**src/hdl/sspq_pkg.sv**
```systemverilog
// sspq_pkg: shared types, sizes and codes for the sorted priority queue unit
// used by the controller, datapath, top level and checker; no dependencies
`timescale 1ns / 1ps

package sspq_pkg;

  localparam int CAPACITY      = 16;
  localparam int PRIORITY_BITS = 8;
  localparam int PAYLOAD_BITS  = 32;
  localparam int COUNT_BITS    = $clog2(CAPACITY + 1);

  // action codes
  localparam logic ACT_PUSH = 1'b0;
  localparam logic ACT_POP  = 1'b1;

  // result status codes
  localparam logic [1:0] ST_DONE  = 2'd0;
  localparam logic [1:0] ST_FULL  = 2'd1;
  localparam logic [1:0] ST_EMPTY = 2'd2;

  typedef struct packed {
    logic                     action;
    logic [PRIORITY_BITS-1:0] task_priority;
    logic [PAYLOAD_BITS-1:0]  task_payload;
  } in_item_t;

  typedef struct packed {
    logic [1:0]               status;
    logic [PRIORITY_BITS-1:0] popped_priority;
    logic [PAYLOAD_BITS-1:0]  popped_payload;
    logic                     queue_empty;
    logic [COUNT_BITS-1:0]    entry_count;
  } out_item_t;

  // controller to datapath commands
  typedef struct packed {
    logic load;  // capture the accepted input item
    logic exec;  // apply the operation and fill the result register
  } ctl_cmd_t;

endpackage

```
**src/hdl/sspq_ctrl.sv**
```systemverilog
// sspq_ctrl: controller state machine and result-channel handshake
// depends on sspq_pkg
`timescale 1ns / 1ps

module sspq_ctrl (
  input  logic               clk,
  input  logic               rst_n,
  input  logic               in_valid,
  output logic               in_stall,
  output logic               out_valid,
  input  logic               out_stall,
  output sspq_pkg::ctl_cmd_t cmd
);

  localparam logic S_IDLE = 1'b0;
  localparam logic S_EXEC = 1'b1;

  logic state_r, state_nxt;
  logic out_valid_r, out_valid_nxt;

  assign in_stall  = (state_r == S_EXEC);
  assign out_valid = out_valid_r;

  always_comb begin
    cmd.load = in_valid && !in_stall;
    // result register is free or being emptied this cycle
    cmd.exec = (state_r == S_EXEC) && (!out_valid_r || !out_stall);
  end

  always_comb begin
    state_nxt = state_r;
    unique case (state_r)
      S_IDLE: begin
        if (cmd.load) state_nxt = S_EXEC;
      end
      S_EXEC: begin
        if (cmd.exec) state_nxt = S_IDLE;
      end
      default: state_nxt = S_IDLE;
    endcase
  end

  always_comb begin
    out_valid_nxt = out_valid_r;
    if (cmd.exec) begin
      out_valid_nxt = 1'b1;
    end else if (out_valid_r && !out_stall) begin
      out_valid_nxt = 1'b0;
    end
  end

  always_ff @(posedge clk) begin
    if (!rst_n) begin
      state_r     <= S_IDLE;
      out_valid_r <= 1'b0;
    end else begin
      state_r     <= state_nxt;
      out_valid_r <= out_valid_nxt;
    end
  end

endmodule

```
**src/hdl/sspq_dpath.sv**
```systemverilog
// sspq_dpath: sorted slot shift register, fill count and result register
// depends on sspq_pkg
`timescale 1ns / 1ps

module sspq_dpath (
  input  logic                clk,
  input  logic                rst_n,
  input  sspq_pkg::ctl_cmd_t  cmd,
  input  sspq_pkg::in_item_t  in_item,
  output sspq_pkg::out_item_t out_item
);

  localparam int CAP = sspq_pkg::CAPACITY;
  localparam int PB  = sspq_pkg::PRIORITY_BITS;
  localparam int DB  = sspq_pkg::PAYLOAD_BITS;
  localparam int CB  = sspq_pkg::COUNT_BITS;

  sspq_pkg::in_item_t  item_r;
  sspq_pkg::out_item_t res_r, res_nxt;

  logic [PB-1:0] slot_prio_r [CAP];
  logic [DB-1:0] slot_data_r [CAP];
  logic [PB-1:0] slot_prio_nxt [CAP];
  logic [DB-1:0] slot_data_nxt [CAP];
  logic [CB-1:0] count_r, count_nxt;

  logic [CAP-1:0] ge;
  logic           is_full;
  logic           is_empty;
  logic           do_push;
  logic           do_pop;

  assign is_full  = (count_r == CB'(CAP));
  assign is_empty = (count_r == '0);
  assign do_push  = (item_r.action == sspq_pkg::ACT_PUSH) && !is_full;
  assign do_pop   = (item_r.action == sspq_pkg::ACT_POP) && !is_empty;

  // stored slots that stay ahead of the new task; a prefix since slots are sorted
  always_comb begin
    for (int i = 0; i < CAP; i++) begin
      ge[i] = (CB'(i) < count_r) && (slot_prio_r[i] >= item_r.task_priority);
    end
  end

  for (genvar g = 0; g < CAP; g++) begin : g_slot
    logic take_new;
    if (g == 0) begin : g_head
      assign take_new = !ge[0];
    end else begin : g_body
      assign take_new = !ge[g] && ge[g-1];
    end

    always_comb begin
      slot_prio_nxt[g] = slot_prio_r[g];
      slot_data_nxt[g] = slot_data_r[g];
      if (do_push && !ge[g]) begin
        if (take_new) begin
          slot_prio_nxt[g] = item_r.task_priority;
          slot_data_nxt[g] = item_r.task_payload;
        end else begin
          if (g > 0) begin
            slot_prio_nxt[g] = slot_prio_r[(g > 0) ? g - 1 : 0];
            slot_data_nxt[g] = slot_data_r[(g > 0) ? g - 1 : 0];
          end
        end
      end else if (do_pop && (g < CAP - 1)) begin
        slot_prio_nxt[g] = slot_prio_r[(g < CAP - 1) ? g + 1 : g];
        slot_data_nxt[g] = slot_data_r[(g < CAP - 1) ? g + 1 : g];
      end
    end
  end

  always_comb begin
    count_nxt = count_r;
    if (do_push) begin
      count_nxt = count_r + CB'(1);
    end else if (do_pop) begin
      count_nxt = count_r - CB'(1);
    end

    res_nxt.popped_priority = '0;
    res_nxt.popped_payload  = '0;
    if (item_r.action == sspq_pkg::ACT_PUSH) begin
      res_nxt.status = is_full ? sspq_pkg::ST_FULL : sspq_pkg::ST_DONE;
    end else begin
      res_nxt.status = is_empty ? sspq_pkg::ST_EMPTY : sspq_pkg::ST_DONE;
      if (!is_empty) begin
        res_nxt.popped_priority = slot_prio_r[0];
        res_nxt.popped_payload  = slot_data_r[0];
      end
    end
    res_nxt.entry_count = count_nxt;
    res_nxt.queue_empty = (count_nxt == '0);
  end

  always_ff @(posedge clk) begin
    if (!rst_n) begin
      count_r <= '0;
    end else if (cmd.exec) begin
      count_r <= count_nxt;
    end
  end

  always_ff @(posedge clk) begin
    if (cmd.load) begin
      item_r <= in_item;
    end
    if (cmd.exec) begin
      res_r <= res_nxt;
      for (int i = 0; i < CAP; i++) begin
        slot_prio_r[i] <= slot_prio_nxt[i];
        slot_data_r[i] <= slot_data_nxt[i];
      end
    end
  end

  assign out_item = res_r;

endmodule

```
**src/hdl/stable_sorted_priority_queue_unit.sv**
```systemverilog
// stable_sorted_priority_queue_unit: top level of the sorted priority queue
// the result register is written after the item is captured, and waits while an earlier result is stalled
// one parallel compare-and-shift step per item after capture; input stalls until that step is done
// a new item is taken while an earlier result still waits in the output register
// reset (rst_n low, synchronous) empties the queue and the result register;
// slot contents are left as they are
`timescale 1ns / 1ps

module stable_sorted_priority_queue_unit (
  input  logic                clk,
  input  logic                rst_n,
  input  logic                in_valid,
  output logic                in_stall,
  input  sspq_pkg::in_item_t  in_item,
  output logic                out_valid,
  input  logic                out_stall,
  output sspq_pkg::out_item_t out_item
);

  sspq_pkg::ctl_cmd_t cmd;

  sspq_ctrl u_ctrl (
    .clk       (clk),
    .rst_n     (rst_n),
    .in_valid  (in_valid),
    .in_stall  (in_stall),
    .out_valid (out_valid),
    .out_stall (out_stall),
    .cmd       (cmd)
  );

  sspq_dpath u_dpath (
    .clk      (clk),
    .rst_n    (rst_n),
    .cmd      (cmd),
    .in_item  (in_item),
    .out_item (out_item)
  );

endmodule

```
**config.mk**
```make
export PLATFORM = sky130hd
export DESIGN_NAME = stable_sorted_priority_queue_unit
export DESIGN_NICKNAME = d
export VERILOG_FILES = /design/src/hdl/sspq_pkg.sv /design/src/hdl/sspq_ctrl.sv /design/src/hdl/sspq_dpath.sv /design/src/hdl/stable_sorted_priority_queue_unit.sv
export SDC_FILE = /design/constraint.sdc
export NUM_CORES = 2
export LEC_CHECK = 0
export ABC_AREA = 1
export BUFFER_PORTS_ARGS = -buffer_cell sky130_fd_sc_hd__buf_2
export CORE_AREA = 2 2 283 313
export DETAILED_ROUTE_END_ITERATION = 7
export DIE_AREA = 0 0 285 315
export GPL_TIMING_DRIVEN = 1
export PLACE_DENSITY_LB_ADDON = 0.08
export SLEW_MARGIN = 40
export SYNTH_ARGS = -nofsm -noshare
export SYNTH_HDL_FRONTEND = slang
export SYNTH_SLANG_ARGS = --single-unit
```
**constraint.sdc**
```tcl
create_clock -name clk -period 5.4 [get_ports clk]
set_input_delay 0.81 -clock clk [delete_from_list [all_inputs] [get_ports clk]]
set_output_delay 0.81 -clock clk [all_outputs]
set_load 0.005 [all_outputs]
```
==> summary.md <==
| Metric | Value |
|---|---|
| DRC errors left | `0` |
| Avg Cell Area, Syn | `7.37 um2` |
| R2r setup slk | `1.56 ns` |
| CTS Buf Count | `82` |
| Clock Sinks | `736` |
| Area leader, netlist | `edfxtp_1` |
| Worst Tran Pin Value | `0.941 ns` |
| Clk buf depth | `3` |
| Fin Setup TNS | `0 ns` |
| Routed vias/inst | `5.07` |
| Number of global-route vias before repair | `32300` |
| Gr usage total | `29.0%` |
| Most frequent cells after synthesis | `nand2_1 (2543), nor2_1 (1201), edfxtp_1 (729), inv_1 (693), clkbuf_1 (163)` |
| HP Class | `input pin to flop` |
| Core area | `87000 um2` |
| Synth warnings | `0` |
| Routability cong. | `0.853` |
| Reg-to-reg critical path startpoint | `u_dpath.item_r[39]` |
| #FFs+latches synth | `736` |
| Antenna-violating nets left | `0` |
| CTS Hold Bufs | `0` |
| Number of unique standard cell types used by synthesis | `29` |
| Dpl cell area | `44700 um2` |
| Via count | `35700` |
| Die ar. | `89800 um2` |
| Min Clock Period, post-route | `3.84 ns` |
| Clock Tree Root | `clkbuf_16` |
| P_leak | `24.4 nW` |
| WHS | `0.321 ns` |
| Fill cell count | `8294` |
| Die width | `285 um` |
| Top-count cell post-synth | `nand2_1` |
| Crit share post-route | `71.2%` |
| Number of cells upsized or downsized after cts | `0` |
| EDFF count, synth | `729` |
| P&R area growth vs syn | `10.2%` |
| Postcts setup bufs | `0` |
| Syn Nets | `6007` |
| Area contributors post-synth | `edfxtp_1 (51%), nand2_1 (22%), nor2_1 (10%)` |
| Required time worst endpoint | `5.67 ns` |
| Placed Cells | `6889` |
| Post-synthesis sequential area ratio | `51.3%` |
| RSZ-0062 raised after global routing | `false` |
| Layout cells sized above 1 | `6.01%` |
| Initial core utilization | `49.4%` |
| Final count of negative-setup-slack endpoints | `0` |
| Global routing's busiest layer | `met1` |
| # Max-Cap Violations | `0` |
| Worst clock skew | `0.0340 ns` |
| Crit path launch type | `flop` |
| Hold Violations, Final | `0` |
| HPWL Detailed | `86.1 mm` |
| Slew HR | `37.3%` |
| WL final | `132 mm` |
| Port bufs | `94` |
| H-tree level count | `3` |
| Worst path arrival time | `4.12 ns` |
| Setup crit end kind | `flop` |
| CP Max Fanout | `42` |
| Pin count of the biggest net entering global routing | `81` |
| Aggregate global routing overflow | `0` |
| GR Util met1 | `44.4%` |
| Post-route setup slack | `1.56 ns` |
| Post-synth top area share | `50.9%` |
| Row cnt | `114` |
| Ports | `95` |
| Drt first pass iters | `6` |
| Setup slack at placement | `1.56 ns` |
| Mapped Area | `43000 um2` |
| Die height | `315 um` |
| VDD IR max | `0.000229 V` |
| Drt wl/cell | `18.7 um` |
| Clk Latency, worst-skew pair | `0.66 ns` |
| Pins Over Slew Limit | `0` |
| Hold_sp | `in_item[16]` |
| Final Cell Area | `47300 um2` |
| Worst setup path category | `flop to flop` |
| Number of antenna violations at the first check in global routing | `0` |
| Clk slew on worst S/H paths | `0.06 ns` |
| Worst setup startpoint | `u_dpath.item_r[39]` |
| Cell Pwr Density | `343 nW/um2` |
| Max frequency | `260 MHz` |
| First-pass GRT wire length | `199 mm` |
| Met2 Use GR | `41.9%` |
| CTS tree | `done` |
| Met3 Usage GRT | `6.00%` |
| Fin nets | `5994` |
| Ys async rst share | `0%` |
| Synth Flop Type | `edfxtp_1` |
| Cells after Synth | `5830` |
| Outcome | `finished, final reports clean` |
| Fin cells | `7039` |
| Initial DRC Count | `3983` |
sequential cells by signal (all words and copies together) (netlist names):
register             flops
u_dpath.slot_prio_r    128
u_ctrl.in_stall          1
u_dpath.count_r          5
u_dpath.slot_data_r    512
u_dpath.out_item        48
u_ctrl.out_valid         1
u_dpath.item_r          41
metrics by stage:
| step | power (mW) | util (%) |
|---|---|---|
| 2_1_floorplan | 9.73 | - |
| 3_3_place_gp | 10.8 | 51.3 |
| 3_5_place_dp | 10.8 | 51.4 |
| 4_1_cts | 16.3 | 54.3 |
| 5_1_grt | 17.0 | 54.4 |
| 6_report | 16.2 | 54.4 |
path summary, 6_finish.rpt:
path                                                    to  cells after the start
worst min register to register            u_ctrl.out_valid                      2
worst max-delay path            u_dpath.slot_data_r[0][42]                     12
worst min-delay path                    u_dpath.item_r[16]                      1
worst max register to register  u_dpath.slot_data_r[0][42]                     12
layout make-up:
type / count / area [um2] / share of cell area (%)
multi-input combinational: 4101 / 17200 / 36.3
clock buffer: 101 / 2120 / 4.49
timing repair buffer: 195 / 1500 / 3.16
inverter: 701 / 2630 / 5.56
antenna: 1 / 2.50 / 0.00529
clock inverter: 44 / 404 / 0.854
sequential: 736 / 22000 / 46.5
tap: 1160 / 1450 / 3.07
cell usage in the layout (no fill, tap or decap), drive strengths merged:
cell type and n:
nand2 2554, dfxtp 7, o21ai 91, clkbuf 101
edfxtp 729, nor3 1, xnor2 1, ha 132
buf 195, o21a 16, nand3 27, a21oi 70
nand4 1, clkinv 36, a31oi 1, clkinvlp 1
nand3b 1, nor2 1204, bufinv 5, inv 703
diode 1, xor2 2
where the power goes:
part,internal (mW),switching [mW],total (mW)
logic,1.02,2.43,3.45
registers,6.99,0.348,7.34
clock network,3.04,2.40,5.44
total,11.1,5.18,16.2
kinds of logic after synthesis:
logic type	share of synthesized area (%)
AND/OR/NAND/NOR	33.4
buffers and inverters	9.27
flip-flops	51.3
AO/OA/AOI/OAI	2.18
adder cells (fa/ha/maj)	3.84
XOR/XNOR	0.0612
worst max-delay path: stages (launching register included):
cell and delay (ns):
edfxtp_1 0.35, buf_4 0.22, inv_1 0.62, ha_1 0.37, nand2_1 0.07, inv_1 0.03
nor2_1 0.10, o21a_1 0.15, nand2_1 0.08, nand2_4 0.41, nand2_4 0.27, a21oi_4 0.17
buf_4 0.53
metal layers:
layer  up-vias  share of wire [%]  wire length [um]
met5         -                  0                 0
met4         0                1.8              2320
met3       153                 10             13600
met2      1543                 41             54300
met1     16300                 47             61700
li1      17700                  -                 -
Note: power is estimated with default switching activity, not from simulation.
